File: config.mk
export PLATFORM = sky130hd
export DESIGN_NAME = rtss_front
export DESIGN_NICKNAME = d
export VERILOG_FILES = /design/src/rtss_pkg.sv /design/src/rtss_front.sv
export SDC_FILE = /design/constraint.sdc
export NUM_CORES = 1
export LEC_CHECK = 0
export ABC_AREA = 1
export ABC_CLOCK_PERIOD_IN_PS = 10590
export BUFFER_PORTS_ARGS = -buffer_cell sky130_fd_sc_hd__buf_2
export CAP_MARGIN = 20
export CORE_UTILIZATION = 45
export CTS_BUF_LIST = sky130_fd_sc_hd__clkbuf_2 sky130_fd_sc_hd__clkbuf_4 sky130_fd_sc_hd__clkbuf_8
export CTS_CLUSTER_SIZE = 8
export DETAILED_ROUTE_END_ITERATION = 10
export PLACE_DENSITY = 0.79
export SYNTH_ARGS = -nofsm -noshare
export SYNTH_HDL_FRONTEND = slang
export SYNTH_SLANG_ARGS = --single-unit
File: constraint.sdc
create_clock -name clock -period 10.59 [get_ports clock]
set_clock_uncertainty 0.1 [all_clocks]
set_input_delay 0.5295 -clock clock [delete_from_list [all_inputs] [get_ports clock]]
set_output_delay 0.5295 -clock clock [all_outputs]
set_load 0.02 [all_outputs]
File: src/rtss_pkg.sv
// ----------------------------------------------------------------------------
// Record table package
// Operation, key and status codes, the queued command type and engine states.
// ----------------------------------------------------------------------------
package rtss_pkg;

   localparam int unsigned OpWidth   = 3;
   localparam int unsigned KeyWidth  = 2;
   localparam int unsigned NameWidth = 64;
   localparam int unsigned YearWidth = 16;
   localparam int unsigned VolWidth  = 8;
   localparam int unsigned PriceWidth = 32;

   typedef enum logic [2:0] {
      OP_ADD    = 3'd0,
      OP_REMOVE = 3'd1,
      OP_SORT   = 3'd2,
      OP_FIND   = 3'd3,
      OP_DUMP   = 3'd4
   } op_type;

   typedef enum logic [1:0] {
      KEY_NAME   = 2'd0,
      KEY_YEAR   = 2'd1,
      KEY_VOLUME = 2'd2,
      KEY_PRICE  = 2'd3
   } key_type;

   typedef enum logic [1:0] {
      ST_OK        = 2'd0,
      ST_FULL      = 2'd1,
      ST_NOT_FOUND = 2'd2,
      ST_EMPTY     = 2'd3
   } status_type;

   typedef struct packed {
      op_type                  op;
      key_type                 key;
      logic [NameWidth-1:0]    name;
      logic [YearWidth-1:0]    year;
      logic [VolWidth-1:0]     vol;
      logic [PriceWidth-1:0]   price;
   } cmd_type;

   typedef struct packed {
      status_type              status;
      logic [NameWidth-1:0]    name;
      logic [YearWidth-1:0]    year;
      logic [VolWidth-1:0]     vol;
      logic [PriceWidth-1:0]   price;
      logic                    last;
   } rsp_type;

   typedef enum logic [3:0] {
      EN_IDLE,
      EN_DISPATCH,
      EN_SCAN_RD,
      EN_SCAN_CHK,
      EN_SHIFT_RD,
      EN_SHIFT_WR,
      EN_SORT_RD,
      EN_SORT_CHK,
      EN_SORT_WR,
      EN_DUMP_RD,
      EN_DUMP_OUT,
      EN_EMIT
   } eng_state_type;

endpackage

File: src/rtss_front.sv
// ----------------------------------------------------------------------------
// Record table front end
// Accepts requests, drops unknown operations and masks the name, then queues
// the command for the engine in a small FIFO.
// ----------------------------------------------------------------------------
module rtss_front
   import rtss_pkg::*;
#(
   parameter int unsigned NAME_BYTES = 8
) (
   input  logic                  clock,
   input  logic                  reset,
   input  logic                  req_tvalid,
   output logic                  req_tready,
   input  logic [OpWidth-1:0]    req_op,
   input  logic [KeyWidth-1:0]   req_key,
   input  logic [NameWidth-1:0]  req_name,
   input  logic [YearWidth-1:0]  req_year,
   input  logic [VolWidth-1:0]   req_vol,
   input  logic [PriceWidth-1:0] req_price,
   output logic                  cmd_valid,
   input  logic                  cmd_ready,
   output cmd_type               cmd_data
);

   localparam int unsigned QDepth = 2;
   localparam logic [NameWidth-1:0] NameMask = {NameWidth{1'b1}} >> (64 - 8 * NAME_BYTES);

   cmd_type    q_mem [QDepth];
   logic       wr_ptr_ff, wr_ptr_in, rd_ptr_ff, rd_ptr_in;
   logic [1:0] cnt_ff, cnt_in;
   logic       push, pop, known;
   cmd_type    new_cmd;

   assign known     = (req_op <= OP_DUMP);
   assign req_tready = (cnt_ff != 2'(QDepth));
   assign push      = req_tvalid && req_tready && known;
   assign cmd_valid = (cnt_ff != 2'd0);
   assign pop       = cmd_valid && cmd_ready;
   assign cmd_data  = q_mem[rd_ptr_ff];

   always_comb begin
      new_cmd.op    = op_type'(req_op);
      new_cmd.key   = key_type'(req_key);
      new_cmd.name  = req_name & NameMask;
      new_cmd.year  = req_year;
      new_cmd.vol   = req_vol;
      new_cmd.price = req_price;
      wr_ptr_in = push ? ~wr_ptr_ff : wr_ptr_ff;
      rd_ptr_in = pop ? ~rd_ptr_ff : rd_ptr_ff;
      cnt_in    = cnt_ff + 2'(push) - 2'(pop);
   end

   always_ff @(posedge clock) begin
      if (push) begin
         q_mem[wr_ptr_ff] <= new_cmd;
      end
   end

   always_ff @(posedge clock) begin
      if (reset) begin
         wr_ptr_ff <= 1'b0;
         rd_ptr_ff <= 1'b0;
         cnt_ff    <= 2'd0;
      end else begin
         wr_ptr_ff <= wr_ptr_in;
         rd_ptr_ff <= rd_ptr_in;
         cnt_ff    <= cnt_in;
      end
   end

   a_no_overflow: assert property (@(posedge clock) disable iff (reset)
      cnt_ff <= 2'(QDepth)) else $error("command queue overflow");
   a_cnt_step: assert property (@(posedge clock) disable iff (reset)
      (push && !pop) |=> cnt_ff == $past(cnt_ff) + 2'd1) else $error("queue count");
   a_pop_valid: assert property (@(posedge clock) disable iff (reset)
      (cnt_ff == 2'd0) |-> !pop) else $error("pop from empty queue");

endmodule

# ---- After elaboration in Yosys (flattened, before gate mapping)
# Memories as Yosys holds them, arrays and structs flattened. A register that Yosys moved wholly into a read port is not among the register bits.
# Cells that the tools add are included.
dict set report totals {
  out_inout_bits 127
  elab_cells 18
  ram_bits 250
  input_bits 129
  mem_count 1
  reg_bits 4
}
# memory depth width read_ports rd_clocked_by_memory_dff write_ports line_no
set memory_table {}
lappend memory_table {q_mem 2 125 1 1 1 rtss_front.sv:29} ;# cmd_type q_mem [QDepth];
dict set report op_classes {
  add_sub_neg 2
  n_reduce_logical 4
  mux 4
  bitwise_logic 2
  n_lt_le_gt_ge 1
  eq_ne 1
}
# cell n
set ops {}
lappend ops {{two-way mux 1 bit} 4}
lappend ops {{less-or-equal comparator 3 bit, second input constant} 1}
lappend ops {{logical AND 1 bit} 3}
lappend ops {{adder 2 x 1 -> 2 bit} 1}
lappend ops {{!= test 2 bit, second input constant} 1}
lappend ops {{NOT 1 bit} 2}
lappend ops {{nonzero test 2 bit} 1}
lappend ops {{subtractor 2 x 1 -> 2 bit} 1}

# ---- Logic depth before layout (Yosys ltp)
dict set report logic_depth {
  word_depth 5
  mapped_depth 10
  depth_no_buf 10
}

# ---- Worst setup path before layout
# No wires, ideal clock.
dict set report synth_timing {
  path_kind {input port to flip-flop}
  start {input req_op[1]}
  end {memory q_mem[0][0] in the netlist's numbering, enable pin}
  t_required_ns 9.880
  path_stages 3
  arrival_time_ns 6.088
  path_buffers 0
  setup_ns 0.610
  path_slack_ns 3.792
  path_cell_list {o21ai_0 -> nand2_1 -> nor2_1}
}
dict set report synth_via {
  elab_chain_len 4
}
# item line_no
set synth_lines {}
lappend synth_lines {{from (decl)} rtss_front.sv:15} ;# input logic [OpWidth-1:0] req_op,
lappend synth_lines {{less-or-equal comparator 3 bit} rtss_front.sv:35} ;# assign known = (req_op <= OP_DUMP);
lappend synth_lines {{logical AND 1 bit} rtss_front.sv:37} ;# assign push = req_tvalid && req_tready && known;
lappend synth_lines {{two-way mux 1 bit} rtss_front.sv:55} ;# if (push) begin
lappend synth_lines {{two-way mux 1 bit (implied by the code)} rtss_front.sv:56} ;# q_mem[wr_ptr_ff] <= new_cmd;
lappend synth_lines {{to (decl)} rtss_front.sv:29}
# Every way passes these cells.

==> out/metrics.yaml <==
outcome: "finished, final reports clean"
io_pins: 256
hold_class: "primary input to flip-flop"
drt_iter0_markers: 200
dp.cells: 941
numCtsBuffers: 42
ys_ff_latch: 255
crit_path_cell_trace: "buf_4 > buf_4 > mux2_2 > buf_2"
cpLargestDelayFamily: "buffers and inverters"
die_x_um: 147.0
synthesis.nets: 556
slew_headroom_pct: 40.89
post-place-ws_ps: 7334
combinationalPowerShare_pct: 24.6
max_cap_violations: 0
clock-sinks: 255
initial_utilization_pct: 46.33
htree_num_levels: 2
clockRootBuffer: "clkbuf_8"
synth-compound-area-share_pct: 0.2380
core_area_um2: 20430
grt_pass1_wl_um: 27050
peakVddDrop_uv: 160.1
layout.cells.non_filler: 1015
cp_max_fo: 55
drcViolationCount: 0
p_sw_mw: 0.7637
clockPowerShare_pct: 30.0
syn_inst: 425
crit_buf_inv: 3
drive_gt1_share_pct: 61.16
fin_setup_tns_ps: 0
swShare_pct: 27.83
dr_total_vias: 4930
synthXorXnorAreaFrac_pct: 0.09254
critPathMaxStageDelay_ps: 700
fillers: 1531
power-per-cell-area_nw_per_um2: 231.2
timing.fmax_mhz: 306.8
synth-simple-area-share_pct: 0.6875
min_period_ps: 3260
vias_per_cell: 4.857
synth_fa_ha_area_share_pct: 0.2644
path_clk_slew_ps: 60
holdCritStartpoint: "reset"
portBuffers: 255
maxSlewViolCount: 0
r2r-end: "q_mem[1][58]"
grt_max_degree: 72
criticalPathCategory: "flip-flop to primary output"
cpMostUsedCell: "buf_4"
hold_viol: 0
setup_viol: 0
synth.mux.area_fraction_pct: 16.86
p_int_mw: 1.980
syn_area_per_cell_um2: 22.27
clkLatencyLatePin_ps: 520
die_h_um: 147.0
syn_area_um2: 9464
rows: 52
firstDrtPassIters: 4
fin_ws_ps: 7330
place_congestion: 0.7360
start_kind: "flip-flop"
grt_usage_pct: 16.23
fin_hold_ws_ps: 92.84
cts-hold-fix-buffers: 0
clockBufferDepth: 3
cts_setup_buffers: 0
fin_nets: 847
grt_overflow: 0
p_leak_nw: 4.552
cp_data_required_time_ps: 9960
slowest_stage: "buf_4"
reg2reg_slack_ps: 7800
synthDistinctLibCells: 15
die-area_um2: 21610
yosysWarningCount: 0
hpwl_um: 11410
grt_pass1_vias: 5427
cts-resized-gates: 0
rsz0062_at_grt: "false"
synth_top_family_by_area: "multiplexers"
cts_tree: "done"
seq_power_share_pct: 45.4
routed_wirelength_um: 17490
arrival_ps: 2630
area_delta_synth_final_pct: 25.38
worstHoldPathCells: 2
hold_path_end: "cnt_ff[0]"
synth-seq-area-share_pct: 80.38
reg2reg_from: "cnt_ff[0]"
worst_pin_slew_ps: 886.7
timing.final.crit_share_pct: 30.78
worst_r2r_path_depth: 5
setup.worst_path.end_class: "primary output"
ant_nets: 0
antenna_found_initial: 2
post_drt_wl_per_cell_um: 17.23
[power groups by stage]
| stage | Combinational (mW) | Clock, mW | Sequential, mW |
|---|---|---|---|
| after detailed placement | 0.680 | 0 | 1.27 |
| after global placement | 0.666 | 0 | 1.26 |
| final | 0.675 | 0.822 | 1.25 |
| after floorplan | 0.489 | 0 | 1.27 |
| after global routing | 0.719 | 0.888 | 1.25 |
| after CTS | 0.683 | 0.848 | 1.25 |
[flip-flops by register name, indices dropped and copies added, names as in the netlist, named ones only]
signal	cells
cnt_ff	2
rd_ptr_ff	1
q_mem	250
wr_ptr_ff	1
[area by class of cell]
| type | instances | area (µm²) | share of cell area, % |
|---|---|---|---|
| clock buffers | 62 | 753.2 | 6.348 |
| well taps | 270 | 337.8 | 2.847 |
| inverters | 7 | 28.78 | 0.2425 |
| flip-flops and latches | 255 | 7611 | 64.14 |
| multi-input cells | 149 | 1724 | 14.53 |
| clock inverters | 10 | 67.56 | 0.5694 |
| repair buffers | 261 | 1341 | 11.30 |
| diodes | 1 | 2.502 | 0.02109 |
[worst max-delay path by stage]
stage,from,end,slack [ps],cells after the start
6_report,flip-flop,cmd_data[61],7330,4
5_1_grt,flip-flop,cmd_data[37],7180,4
4_1_cts,flip-flop,cmd_data[61],6770,4
3_5_place_dp,flip-flop,cmd_data[61],7330,4
3_3_place_gp,flip-flop,cmd_data[36],7400,4
2_1_floorplan,req_op[1],q_mem[0][0],3790,3
[routing by layer]
| metal | vias to the layer above | track usage, % | wire length (µm) |
|---|---|---|---|
| met3 | 49 | 5.062 | 1345 |
| met2 | 216 | 29.45 | 9250 |
| li1 | 2255 | - | - |
| met4 | 2 | 7.526 | 531 |
| met5 | - | 0 | 10 |
| met1 | 2408 | 17.11 | 6347 |
[metrics by stage]
step | area, µm² | utilization (%) | power (mW)
2_1_floorplan | 9464 | - | 1.761
3_3_place_gp | 11020 | 53.92 | 1.926
3_5_place_dp | 11020 | 53.92 | 1.947
4_1_cts | 11840 | 57.94 | 2.779
5_1_grt | 11870 | 58.08 | 2.861
6_report | 11870 | 58.08 | 2.744
[cell usage in the layout, fill, tap and decap left out, types with 2 or more instances in the layout]
cell type and n:
ha_1 2, clkbuf_4 16, a21oi_1 2, clkinv_1 6, dfxtp_1 4, buf_2 255, mux2_4 50, inv_1 6
buf_4 5, nor2_1 7, mux2_2 75, clkbuf_8 46, edfxtp_1 250, clkinv_2 3, nand2_1 8
[cells in the mapped netlist]
| library cell | n | area share [%] |
|---|---|---|
| a21oi_1 | 2 | 0.11 |
| buf_2 | 7 | 0.37 |
| buf_6 | 7 | 0.83 |
| dfxtp_1 | 5 | 1.1 |
| edfxtp_1 | 250 | 79 |
| ha_1 | 2 | 0.26 |
| inv_1 | 7 | 0.28 |
| mux2_2 | 75 | 8.9 |
| mux2_4 | 50 | 7.9 |
| nand2_1 | 8 | 0.32 |
| nand3_1 | 1 | 0.053 |
| nor2_1 | 8 | 0.32 |
| o21a_1 | 1 | 0.079 |
| o21ai_0 | 1 | 0.053 |
| xnor2_1 | 1 | 0.093 |
[logic make-up (layout without fill, tap and decap cells)]
group | Yosys count | in the layout
xor+xnor | 1 | 1
mux | 125 | 125
simple gates | 17 | 17
buf+inv | 21 | 340
fa+ha+maj | 2 | 2
flops | 255 | 255
other cells | 0 | 1
compound gates | 4 | 4
Note: power is estimated with default switching activity, not from simulation.
